## src/rtl/core/iee_pkg.sv

```systemverilog
// ---------------------------------------------------------------------------
// iee_pkg
// Shared types and constants for the infix expression evaluator core.
// ---------------------------------------------------------------------------
`timescale 1ns / 1ps
`default_nettype none

package iee_pkg;

   // Deepest parenthesis nesting the frame stack holds.
   localparam int MAX_NEST = 16;
   localparam int DEPTH_W  = $clog2(MAX_NEST + 1);
   localparam int ADDR_W   = (MAX_NEST > 1) ? $clog2(MAX_NEST) : 1;

   localparam logic [7:0] CH_END   = 8'h00;
   localparam logic [7:0] CH_PLUS  = 8'h2B;
   localparam logic [7:0] CH_TIMES = 8'h2A;
   localparam logic [7:0] CH_OPEN  = 8'h28;
   localparam logic [7:0] CH_CLOSE = 8'h29;
   localparam logic [7:0] CH_ZERO  = 8'h30;
   localparam logic [7:0] CH_NINE  = 8'h39;

   localparam logic [1:0] ST_OK        = 2'd0;
   localparam logic [1:0] ST_BAD_TOKEN = 2'd1;
   localparam logic [1:0] ST_BAD_END   = 2'd2;
   localparam logic [1:0] ST_TOO_DEEP  = 2'd3;

   typedef enum logic {
      PH_OPERAND,
      PH_OPERATOR
   } phase_type;

   typedef enum logic [2:0] {
      TK_END,
      TK_DIGIT,
      TK_OPEN,
      TK_CLOSE,
      TK_PLUS,
      TK_TIMES,
      TK_OTHER
   } token_type;

   typedef enum logic [2:0] {
      OP_NONE,
      OP_DIGIT,
      OP_OPEN,
      OP_PLUS,
      OP_CLOSE,
      OP_END
   } stack_op_type;

   typedef struct packed {
      stack_op_type        op;
      logic [3:0]          digit;
      logic [DEPTH_W-1:0]  depth;
      logic [DEPTH_W-1:0]  next_depth;
   } stack_cmd_type;

   typedef struct packed {
      logic [1:0] status;
      logic [7:0] bad_char;
   } end_info_type;

   typedef struct packed {
      logic [31:0] sum;
      logic [31:0] prod;
   } frame_type;

endpackage

`default_nettype wire

```

## src/rtl/core/iee_ctrl.sv

```systemverilog
// ---------------------------------------------------------------------------
// iee_ctrl
// Token decoder and parser state: phase, nesting depth and latched error.
// ---------------------------------------------------------------------------
`timescale 1ns / 1ps
`default_nettype none

module iee_ctrl
   import iee_pkg::*;
(
   input  wire logic          clock,
   input  wire logic          reset,
   input  wire logic          fire,
   input  wire logic [7:0]    ch,
   output stack_cmd_type      cmd,
   output end_info_type       end_info
);

   localparam logic [DEPTH_W-1:0] MAX_DEPTH = DEPTH_W'(MAX_NEST);

   phase_type          phase_ff, phase_in;
   logic [DEPTH_W-1:0] depth_ff, depth_in;
   logic [1:0]         err_code_ff, err_code_in;
   logic [7:0]         err_char_ff, err_char_in;
   token_type          tok;
   logic [7:0]         digit_full;

   always_comb begin
      if (ch == CH_END) begin
         tok = TK_END;
      end else if (ch >= CH_ZERO && ch <= CH_NINE) begin
         tok = TK_DIGIT;
      end else begin
         case (ch)
            CH_OPEN:  tok = TK_OPEN;
            CH_CLOSE: tok = TK_CLOSE;
            CH_PLUS:  tok = TK_PLUS;
            CH_TIMES: tok = TK_TIMES;
            default:  tok = TK_OTHER;
         endcase
      end
   end

   // Next state.
   always_comb begin
      phase_in    = phase_ff;
      depth_in    = depth_ff;
      err_code_in = err_code_ff;
      err_char_in = err_char_ff;
      if (fire) begin
         if (tok == TK_END) begin
            phase_in    = PH_OPERAND;
            depth_in    = '0;
            err_code_in = ST_OK;
            err_char_in = '0;
         end else if (err_code_ff == ST_OK) begin
            unique case (phase_ff)
               PH_OPERAND: begin
                  if (tok == TK_DIGIT) begin
                     phase_in = PH_OPERATOR;
                  end else if (tok == TK_OPEN) begin
                     if (depth_ff >= MAX_DEPTH) begin
                        err_code_in = ST_TOO_DEEP;
                        err_char_in = '0;
                     end else begin
                        depth_in = depth_ff + 1'b1;
                     end
                  end else begin
                     err_code_in = ST_BAD_TOKEN;
                     err_char_in = ch;
                  end
               end
               PH_OPERATOR: begin
                  if (tok == TK_PLUS || tok == TK_TIMES) begin
                     phase_in = PH_OPERAND;
                  end else if (tok == TK_CLOSE && depth_ff != '0) begin
                     depth_in = depth_ff - 1'b1;
                  end else begin
                     err_code_in = ST_BAD_TOKEN;
                     err_char_in = ch;
                  end
               end
               default: phase_in = PH_OPERAND;
            endcase
         end
      end
   end

   // Outputs: the stack command and the end-of-expression status.
   always_comb begin
      digit_full          = ch - CH_ZERO;
      cmd.op              = OP_NONE;
      cmd.digit           = digit_full[3:0];
      cmd.depth           = depth_ff;
      cmd.next_depth      = depth_in;
      if (fire) begin
         if (tok == TK_END) begin
            cmd.op = OP_END;
         end else if (err_code_ff == ST_OK) begin
            unique case (phase_ff)
               PH_OPERAND: begin
                  if (tok == TK_DIGIT) begin
                     cmd.op = OP_DIGIT;
                  end else if (tok == TK_OPEN && depth_ff < MAX_DEPTH) begin
                     cmd.op = OP_OPEN;
                  end
               end
               PH_OPERATOR: begin
                  if (tok == TK_PLUS) begin
                     cmd.op = OP_PLUS;
                  end else if (tok == TK_CLOSE && depth_ff != '0) begin
                     cmd.op = OP_CLOSE;
                  end
               end
               default: cmd.op = OP_NONE;
            endcase
         end
      end

      if (err_code_ff != ST_OK) begin
         end_info.status   = err_code_ff;
         end_info.bad_char = (err_code_ff == ST_BAD_TOKEN) ? err_char_ff : 8'h00;
      end else if (phase_ff == PH_OPERAND || depth_ff != '0) begin
         end_info.status   = ST_BAD_END;
         end_info.bad_char = 8'h00;
      end else begin
         end_info.status   = ST_OK;
         end_info.bad_char = 8'h00;
      end
   end

   always_ff @(posedge clock) begin
      if (reset) begin
         phase_ff    <= PH_OPERAND;
         depth_ff    <= '0;
         err_code_ff <= ST_OK;
         err_char_ff <= '0;
      end else begin
         phase_ff    <= phase_in;
         depth_ff    <= depth_in;
         err_code_ff <= err_code_in;
         err_char_ff <= err_char_in;
      end
   end

endmodule

`default_nettype wire

```

## src/rtl/core/iee_frame_stack.sv

```systemverilog
// ---------------------------------------------------------------------------
// iee_frame_stack
// Current sum/product frame in registers; enclosing frames in a memory.
// ---------------------------------------------------------------------------
`timescale 1ns / 1ps
`default_nettype none

module iee_frame_stack
   import iee_pkg::*;
(
   input  wire logic          clock,
   input  wire logic          reset,
   input  stack_cmd_type      cmd,
   output logic [31:0]        end_sum
);

   frame_type          mem [MAX_NEST];
   logic [31:0]        sum_ff, sum_in;
   logic [31:0]        prod_ff, prod_in;
   frame_type          rd_ff;
   frame_type          byp_ff;
   logic               byp_valid_ff, byp_valid_in;
   frame_type          below;
   logic [31:0]        inner;
   logic [ADDR_W-1:0]  rd_addr;
   logic [ADDR_W-1:0]  wr_addr;
   logic [DEPTH_W-1:0] rd_level;

   // The memory is read at the level just below the frame that will be current
   // next cycle (entry 0 at the top level), so a close finds its parent frame ready.
   always_comb begin
      rd_level = cmd.next_depth - 1'b1;
      rd_addr  = (cmd.next_depth == '0) ? '0 : ADDR_W'(rd_level);
      wr_addr  = ADDR_W'(cmd.depth);
   end

   // A push writes the same entry the read port samples at that edge, so
   // the pushed frame is forwarded for one cycle.
   always_comb begin
      below        = byp_valid_ff ? byp_ff : rd_ff;
      inner        = sum_ff + prod_ff;
      end_sum      = inner;
      byp_valid_in = (cmd.op == OP_OPEN);
      sum_in       = sum_ff;
      prod_in      = prod_ff;
      case (cmd.op)
         OP_DIGIT: prod_in = prod_ff * {28'd0, cmd.digit};
         OP_PLUS: begin
            sum_in  = inner;
            prod_in = 32'd1;
         end
         OP_OPEN, OP_END: begin
            sum_in  = 32'd0;
            prod_in = 32'd1;
         end
         OP_CLOSE: begin
            sum_in  = below.sum;
            prod_in = below.prod * inner;
         end
         default: prod_in = prod_ff;
      endcase
   end

   always_ff @(posedge clock) begin
      if (cmd.op == OP_OPEN) begin
         mem[wr_addr] <= '{sum: sum_ff, prod: prod_ff};
      end
      rd_ff  <= mem[rd_addr];
      byp_ff <= '{sum: sum_ff, prod: prod_ff};
   end

   always_ff @(posedge clock) begin
      if (reset) begin
         sum_ff       <= 32'd0;
         prod_ff      <= 32'd1;
         byp_valid_ff <= 1'b0;
      end else begin
         sum_ff       <= sum_in;
         prod_ff      <= prod_in;
         byp_valid_ff <= byp_valid_in;
      end
   end

endmodule

`default_nettype wire

```

## src/rtl/core/infix_expression_evaluator_core.sv

```systemverilog
// ---------------------------------------------------------------------------
// infix_expression_evaluator_core
// Evaluates '+', '*', parentheses and single digits, one character a word.
// ---------------------------------------------------------------------------
//  Channel  Direction  Handshake            Payload
//  req      in         req_valid/req_stall  req_ch (8b, 0 ends an expression)
//  rsp      out        rsp_valid/rsp_stall  rsp_value, rsp_status, rsp_bad_char
//
//  One character is taken each cycle that req_stall is low; a result leaves
//  in the cycle after the end marker is taken. The frame stack is read one level
//  below the next current frame each cycle, so a ')' needs no wait.
//  Reset is synchronous and returns the parser to an empty expression.
//  req_stall is high only while a result is held and rsp_stall is high.
// ---------------------------------------------------------------------------
`timescale 1ns / 1ps
`default_nettype none

module infix_expression_evaluator_core
   import iee_pkg::*;
(
   input  wire logic                clock,
   input  wire logic                reset,
   input  wire logic                req_valid,
   output logic                     req_stall,
   input  wire logic [7:0]          req_ch,
   output logic                     rsp_valid,
   input  wire logic                rsp_stall,
   output logic signed [31:0]       rsp_value,
   output logic [1:0]               rsp_status,
   output logic [7:0]               rsp_bad_char
);

   logic          fire;
   stack_cmd_type cmd;
   end_info_type  end_info;
   logic [31:0]   end_sum;

   logic          rsp_valid_ff, rsp_valid_in;
   logic [31:0]   value_ff;
   logic [1:0]    status_ff;
   logic [7:0]    bad_char_ff;
   logic          load;

   iee_ctrl u_ctrl (
      .clock    (clock),
      .reset    (reset),
      .fire     (fire),
      .ch       (req_ch),
      .cmd      (cmd),
      .end_info (end_info)
   );

   iee_frame_stack u_stack (
      .clock   (clock),
      .reset   (reset),
      .cmd     (cmd),
      .end_sum (end_sum)
   );

   always_comb begin
      req_stall    = rsp_valid_ff && rsp_stall;
      fire         = req_valid && !req_stall;
      load         = fire && (req_ch == CH_END);
      rsp_valid_in = load || (rsp_valid_ff && rsp_stall);
   end

   always_ff @(posedge clock) begin
      if (load) begin
         value_ff    <= (end_info.status == ST_OK) ? end_sum : 32'd0;
         status_ff   <= end_info.status;
         bad_char_ff <= end_info.bad_char;
      end
   end

   always_ff @(posedge clock) begin
      if (reset) begin
         rsp_valid_ff <= 1'b0;
      end else begin
         rsp_valid_ff <= rsp_valid_in;
      end
   end

   assign rsp_valid    = rsp_valid_ff;
   assign rsp_value    = value_ff;
   assign rsp_status   = status_ff;
   assign rsp_bad_char = bad_char_ff;

   a_stall_needs_result: assert property (@(posedge clock) disable iff (reset)
      req_stall |-> rsp_valid)
      else $error("input stalled with no result held");

   a_end_gives_result: assert property (@(posedge clock) disable iff (reset)
      (req_valid && !req_stall && req_ch == CH_END) |=> rsp_valid)
      else $error("end marker taken but no result word");

   a_bad_char_only_on_token: assert property (@(posedge clock) disable iff (reset)
      (rsp_valid && rsp_status != ST_BAD_TOKEN) |-> (rsp_bad_char == 8'h00))
      else $error("bad_char set without unexpected token status");

   a_value_zero_on_error: assert property (@(posedge clock) disable iff (reset)
      (rsp_valid && rsp_status != ST_OK) |-> (rsp_value == 32'sd0))
      else $error("nonzero value with error status");

endmodule

`default_nettype wire

```

## config.mk

```make
export PLATFORM = sky130hd
export DESIGN_NAME = infix_expression_evaluator_core
export DESIGN_NICKNAME = d
export VERILOG_FILES = /design/src/rtl/core/iee_pkg.sv /design/src/rtl/core/iee_ctrl.sv /design/src/rtl/core/iee_frame_stack.sv /design/src/rtl/core/infix_expression_evaluator_core.sv
export SDC_FILE = /design/constraint.sdc
export NUM_CORES = 2
export LEC_CHECK = 0
export ABC_CLOCK_PERIOD_IN_PS = 22400
export BUFFER_PORTS_ARGS = -buffer_cell sky130_fd_sc_hd__buf_2
export CAP_MARGIN = 0
export CELL_PAD_IN_SITES_DETAIL_PLACEMENT = 0
export CELL_PAD_IN_SITES_GLOBAL_PLACEMENT = 2
export CORE_ASPECT_RATIO = 0.6
export CORE_MARGIN = 3
export CORE_UTILIZATION = 40
export CTS_CLUSTER_DIAMETER = 100
export DETAILED_ROUTE_END_ITERATION = 10
export PLACE_DENSITY_LB_ADDON = 0.1
export SYNTH_ARGS = -nofsm -noshare
export SYNTH_HDL_FRONTEND = slang
export SYNTH_SLANG_ARGS = --single-unit
```

## constraint.sdc

```tcl
create_clock -name clock -period 22.4 [get_ports clock]
set_clock_uncertainty 0.05 [all_clocks]
set_input_delay 3.36 -clock clock [delete_from_list [all_inputs] [get_ports clock]]
set_output_delay 3.36 -clock clock [all_outputs]
set_load 0.05 [all_outputs]
```

* Word-level counts from Yosys, hierarchy flattened
Memory sizes are Yosys's and may differ from the RTL's. A register that Yosys moved wholly into a read port is not among the register bits.
Index checks and enable logic that the tools add are counted.
** Word-level totals
- Word-level logic and storage cells :: 119
- Latch bits :: 0
- Memory bits (writable) :: 1024
- Input bits :: 12
- Memory bits (read-only) :: 0
- Memories kept :: 1
- Output and inout bits :: 44
- Register bits :: 188
** Memory list
- u_stack.mem :: depth 16, width 64, read ports 1, clocked after memory_dff 1, write ports 1, line iee_frame_stack.sv:17 : frame_type mem [MAX_NEST];
** Cells by class
- $add $sub $neg :: 5
- Order comparisons :: 4
- Multipliers :: 2
- Bitwise logic cells :: 1
- Div/mod/pow operators :: 0
- Shifts and indexed selects :: 0
- Equality and inequality tests :: 19
- Reductions and logical operators :: 24
- Mux-type cells :: 50
** Operators by type and width (count)
- $pmux W32 S3 :: 2
- $mux W64 :: 1
- $mux W8 :: 8
- $mux W5 :: 8
- $add A32 B32 Y32 :: 1
- $eq A8 B6 Y1 const B :: 4
- $mul A32 B32 Y32 :: 1
- $mul A32 B4 Y32 :: 1
- $mux W3 :: 8
- $mux W10 :: 2
- $mux W2 :: 8
- $pmux W8 S2 :: 1
- $eq A3 B2 Y1 const B :: 4
- $eq A3 B3 Y1 const B :: 4
- $pmux W3 S4 :: 1
- $pmux W5 S2 :: 1
- $ne A3 B3 Y1 const B :: 3
- $ge A8 B6 Y1 const B :: 1
- $le A8 B6 Y1 const B :: 1
- $logic_not A8 Y1 :: 1
- $sub A4 B1 Y4 const B :: 2
- $eq A3 B1 Y1 const B :: 2
- $logic_and A1 B1 Y1 :: 6
- $mux W1 :: 6
- 23 further kinds :: 28

* Depth between registers and ports, before layout
- Depth in word-level cells :: 15
- Gate-level depth with buffers :: 40
- Mapped depth without buffers :: 40

* Cells and area by module
From an unflattened synthesis, not the netlist that was laid out.
** Second synthesis, totals
- Cells, all modules :: 5523
- Area, all modules :: 68130.3 sq um
** Modules (own cells, without submodules)
- iee_frame_stack :: instances 1, sequential area each 34613.2 sq um, cells an instance 5308, area an instance 65477.8 sq um
- infix_expression_evaluator_core :: instances 1, sequential area each 1281.2 sq um, cells an instance 87, area an instance 1559.0 sq um
- iee_ctrl :: instances 1, sequential area each 320.3 sq um, cells an instance 128, area an instance 1093.5 sq um

* Worst setup path before layout
Ideal clock, no wire load.
- Kind :: reg-to-reg
- Start :: register u_stack.prod_ff[0]
- End :: register u_stack.prod_ff[31]
- Path buffers :: 0
- Stages on the path, launching flop included :: 39
- Library setup time :: 0.133 ns
- Required time :: 22.217 ns
- Data arrival time :: 9.886 ns
- Period minus slack after synthesis :: 10.068 ns
- Slack :: 12.332 ns
- Cell sequence :: dfxtp_1 > ha_1 > inv_1 > fa_1 > nor2b_1 > o31a_1 > o22a_1 > nor4_2 > o41ai_1 > a21oi_1 > o21bai_1 > mux2_2 > nor2_1 > nor2_1 > fa_1 > inv_1 > fa_1 > inv_1 > (+3 left out) > fa_1 > fa_1 > fa_1 > fa_1 > xnor2_1 > xnor2_1 > xnor2_1 > xnor2_1 > xnor2_1 > xnor2_1 > xnor3_1 > xnor3_1 > xnor3_1 > xnor2_1 > xnor2_1 > xnor3_1 > nand2_1 > a31oi_1
** On the way
- Word-level cells in the longest chain between the ends :: 3
- Elaborated cells on any way between the ends :: 4
- Those cells by class :: add/sub: 1; mul: 2; mux: 1
** Ends and longest elaborated chain
- start, declared :: line iee_frame_stack.sv:19 : logic [31:0] prod_ff, prod_in;
- start signal, assigned :: line iee_frame_stack.sv:79 : prod_ff <= prod_in;
- $add A32 B32 Y32 :: line iee_frame_stack.sv:41 : inner = sum_ff + prod_ff;
- $mul A32 B32 Y32 :: line iee_frame_stack.sv:58 : prod_in = below.prod * inner;
- $pmux W32 S3 (*) :: line iee_frame_stack.sv:46 : case (cmd.op)
Mark *: on every way between the ends. The rest lies on a longest branch, timed or not.
A chain may end at the register's enable or synchronous reset.

* Worst setup path in the final report
Same ends and word-level chain as after synthesis.

==> impl_metrics.yaml <==
synth:
  synth.area.top_cells: "edfxtp_1 (46%), fa_1 (13%), mux2i_1 (6.5%)"
  synth_top_family_by_area: "adder cells"
  synth_common_cells: "edfxtp_1 (1066), inv_1 (518), fa_1 (466)"
  synth.area.mux_share_pct: 9.179
  yosysWarnings: 0
  synth-xor-area-share_pct: 1.945
  yosysTopAreaCell: "edfxtp_1"
  synth-edff-count: 1066
  syn_inst: 5496
  yosys.area_share.adder_pct: 16.79
  synth_area_um2: 69930
  async_reset_ff_share_pct: 0
  synthSimpleGateAreaFrac_pct: 8.904
  synth_top_area_share_pct: 45.78
  synth_compound_gate_area_share_pct: 6.549
  ys_types: 85
  ys_ff_latch: 1276
  ys_seq_area_share_pct: 51.79
  synth_area_per_cell_um2: 12.72
  synth_ff_type: "edfxtp_1"
  synth_most_common_cell: "edfxtp_1"
  syn_nets: 6167
timing:
  finalHoldViolations: 0
  relSlewSlack_pct: 1.992
  worst_pin_slew_ps: 1470
  period_share_pct: 54.34
  drv_slew: 0
  rsz0062_at_grt: "false"
  setup_violations: 0
  finalCriticalPeriod_ps: 12170
  fin_tns_setup_ps: 0
  holdWs_ps: 428.6
  fmax_mhz: 82.15
clocking:
  cts.repair.resized: 0
  htreeDepth: 3
  cts_max_path_buffers: 3
  clockRootBuffer: "clkbuf_16"
  clk-insertion-delay-late_ps: 770
  tritoncts: "done"
  cts.sinks: 1276
  numCtsBuffers: 121
  post_cts_buffers: 0
  cts_hold_buffers: 0
  clk_pin_slew_ps: 70
worst_hold_path:
  hold_end: "u_ctrl.err_char_ff[5]$_SDFFE_PP0P_"
  hp-start: "u_ctrl.err_char_ff[5]$_SDFFE_PP0P_"
  min_path_type: "flip-flop to flip-flop"
  worstHoldPathCells: 2
cells_and_area:
  nNetsFinal: 6189
  fillers: 15830
  regArea_um2: 36220
  area_growth_pct: 10.69
  drive_gt1_share_pct: 10.29
  finalInstanceArea_um2: 77400
  utilization_pct: 44.73
  multiInputGateArea_um2: 30720
routing:
  ant_nets: 0
  dr.first_iter.drc_count: 4926
  viasPerCell: 5.543
  vias: 44170
  dr.pass1.iters: 6
  wl_per_cell_um: 29.70
  drt_wl_total_mm: 236.6
  drc: 0
critical_path:
  cpPeakStageDelay_ps: 1030
  required_ps: 22960
  r2r_slack_ps: 10230
  crit_type: "flip-flop to flip-flop"
  reg2reg_depth: 38
  crit_path_end_kind: "flip-flop"
  r2r-start: "u_stack.prod_ff[0]$_SDFFE_PP1P_"
  worst_ep_arrival_time_ps: 12740
  setup.worst_path.start_class: "flip-flop"
  critPathMaxFanout: 23
  r2r_end: "u_stack.prod_ff[31]$_SDFFE_PP0P_"
  worst_path_max_delay_cell: "o41ai_1"
floorplan:
  die_h_um: 329.9
  die_w_um: 545.8
  core_area_um2: 173000
  ios: 56
  die_area_um2: 180000
  start_util_pct: 40.41
  rows: 118
power:
  p_per_area_nw_per_um2: 63.56
  p_leak_nw: 33.65
  peakVddDrop_uv: 58.46
grt:
  grt_max_degree: 155
  grt_pass1_vias: 43370
  grtUsageMet2_pct: 35.73
  use_met3_pct: 6.356
  antenna_found_initial: 19
  track_usage_pct: 26.15
  grt_use_met1_pct: 42.05
  grt_busiest_layer: "met1"
  grt_overflow: 0
  grt_pass1_wl_mm: 335.9
placed_design:
  port_buffers: 55
  dpl_cell_area_um2: 73250
  gp_congestion: 0.8844
  dp_hpwl_mm: 149.1
outcome:
  status: "complete, no violations"
run:
  cap_violations: 0
-- registers in the layout (all words and copies together), names as in the netlist --
| register | flops |
|---|---|
| u_stack.mem | 1024 |
| u_stack.byp_ff | 64 |
| u_stack.rd_ff | 64 |
| rsp_value | 32 |
| u_stack.prod_ff | 32 |
| u_stack.sum_ff | 32 |
| rsp_bad_char | 8 |
| u_ctrl.err_char_ff | 8 |
| u_ctrl.depth_ff | 5 |
| rsp_status | 2 |
| u_ctrl.err_code_ff | 2 |
| rsp_valid | 1 |
| u_ctrl.phase_ff | 1 |
| u_stack.byp_valid_ff | 1 |
-- cells in the final DEF, fill, tap and decap left out, types with 36 or more instances in the layout --
| master | n |
|---|---|
| mux4_2 | 64 |
| and2_1 | 66 |
| or3_1 | 259 |
| buf_2 | 54 |
| edfxtp_1 | 1066 |
| dfxtp_1 | 206 |
| fa_1 | 465 |
| nand2_1 | 404 |
| nor2_1 | 357 |
| xnor2_1 | 77 |
| mux2i_1 | 444 |
| clkbuf_16 | 123 |
| buf_4 | 142 |
| o211ai_1 | 132 |
| nand2b_1 | 39 |
| a21o_1 | 48 |
| ha_1 | 193 |
| inv_1 | 517 |
| o21ai_0 | 322 |
| nand3_1 | 43 |
| nor2b_1 | 36 |
| mux2_2 | 39 |
| a21oi_1 | 97 |
-- worst max-delay path by stage --
| stage | from | endpoint | slack [ps] | depth (start not counted) |
|---|---|---|---|---|
| finish | u_stack.prod_ff[0]$_SDFFE_PP1P_ | u_stack.prod_ff[31]$_SDFFE_PP0P_ | 10230 | 38 |
| global route | u_stack.prod_ff[0]$_SDFFE_PP1P_ | u_stack.prod_ff[31]$_SDFFE_PP0P_ | 9730 | 38 |
| CTS | u_stack.prod_ff[0]$_SDFFE_PP1P_ | u_stack.prod_ff[31]$_SDFFE_PP0P_ | 10380 | 38 |
| detailed placement | u_stack.prod_ff[0]$_SDFFE_PP1P_ | u_stack.prod_ff[31]$_SDFFE_PP0P_ | 10490 | 38 |
| global placement | u_stack.prod_ff[0]$_SDFFE_PP1P_ | u_stack.prod_ff[31]$_SDFFE_PP0P_ | 10490 | 38 |
| floorplan | u_stack.prod_ff[0]$_SDFFE_PP1P_ | u_stack.prod_ff[31]$_SDFFE_PP0P_ | 12330 | 38 |
-- report_power, final --
part           leakage (nW)  switching, mW  internal (mW)  total (mW)
clock                  2.04          0.955           1.20        2.16
combinational          18.4          0.140         0.0751       0.215
sequential             13.2        0.00420           2.54        2.55
total                  33.6           1.10           3.82        4.92
-- per-stage QoR --
step / power, mW / setup WS [ps] / std cells
2_1_floorplan: 2.719 / 12330 / 5496
4_1_cts: 4.957 / 10380 / 7966
3_5_place_dp: 2.805 / 10490 / 7735
3_3_place_gp: 2.806 / 10490 / 7735
5_1_grt: 5.072 / 9731 / 7967
6_report: 4.920 / 10230 / 7968
-- layout make-up --
| type | instances | area share, % |
|---|---|---|
| Tap cell | 2340 | 3.783 |
| Clock inverter | 73 | 1.010 |
| Antenna cell | 2 | 0.006466 |
| Clock buffer | 158 | 4.353 |
| Multi-Input combinational cell | 3400 | 39.69 |
| Sequential cell | 1276 | 46.80 |
| Inverter | 519 | 2.527 |
| Timing Repair Buffer | 200 | 1.830 |
-- kinds of logic (layout without fill, tap and decap cells) --
family / Yosys count / after routing
AOI/OAI and AO/OA: 737 / 737
xor gates and xnor gates: 137 / 137
adders and majority gates: 659 / 659
buffers and inverters: 820 / 950
DFF: 1276 / 1276
muxes: 556 / 556
other: 0 / 2
and+or+nand+nor: 1311 / 1311
-- layer usage --
| metal | vias up | part of all wire [%] | routed length, µm |
|---|---|---|---|
| li1 | 19340 | - | - |
| met1 | 23030 | 50 | 118500 |
| met2 | 1576 | 40 | 93860 |
| met3 | 220 | 8.7 | 20580 |
| met4 | 2 | 1.5 | 3660 |
| met5 | - | 0.0072 | 17 |
-- worst max-delay path, delay by kind of cell, from the launching register on --
kind	cells	cell delay, ps
adders and majority gates	10	4350
xor gates and xnor gates	12	2870
AOI/OAI and AO/OA	6	2270
and+or+nand+nor	5	940
DFF	1	850
muxes	1	390
buffers and inverters	4	300
Note: power is estimated with default switching activity, not from simulation.
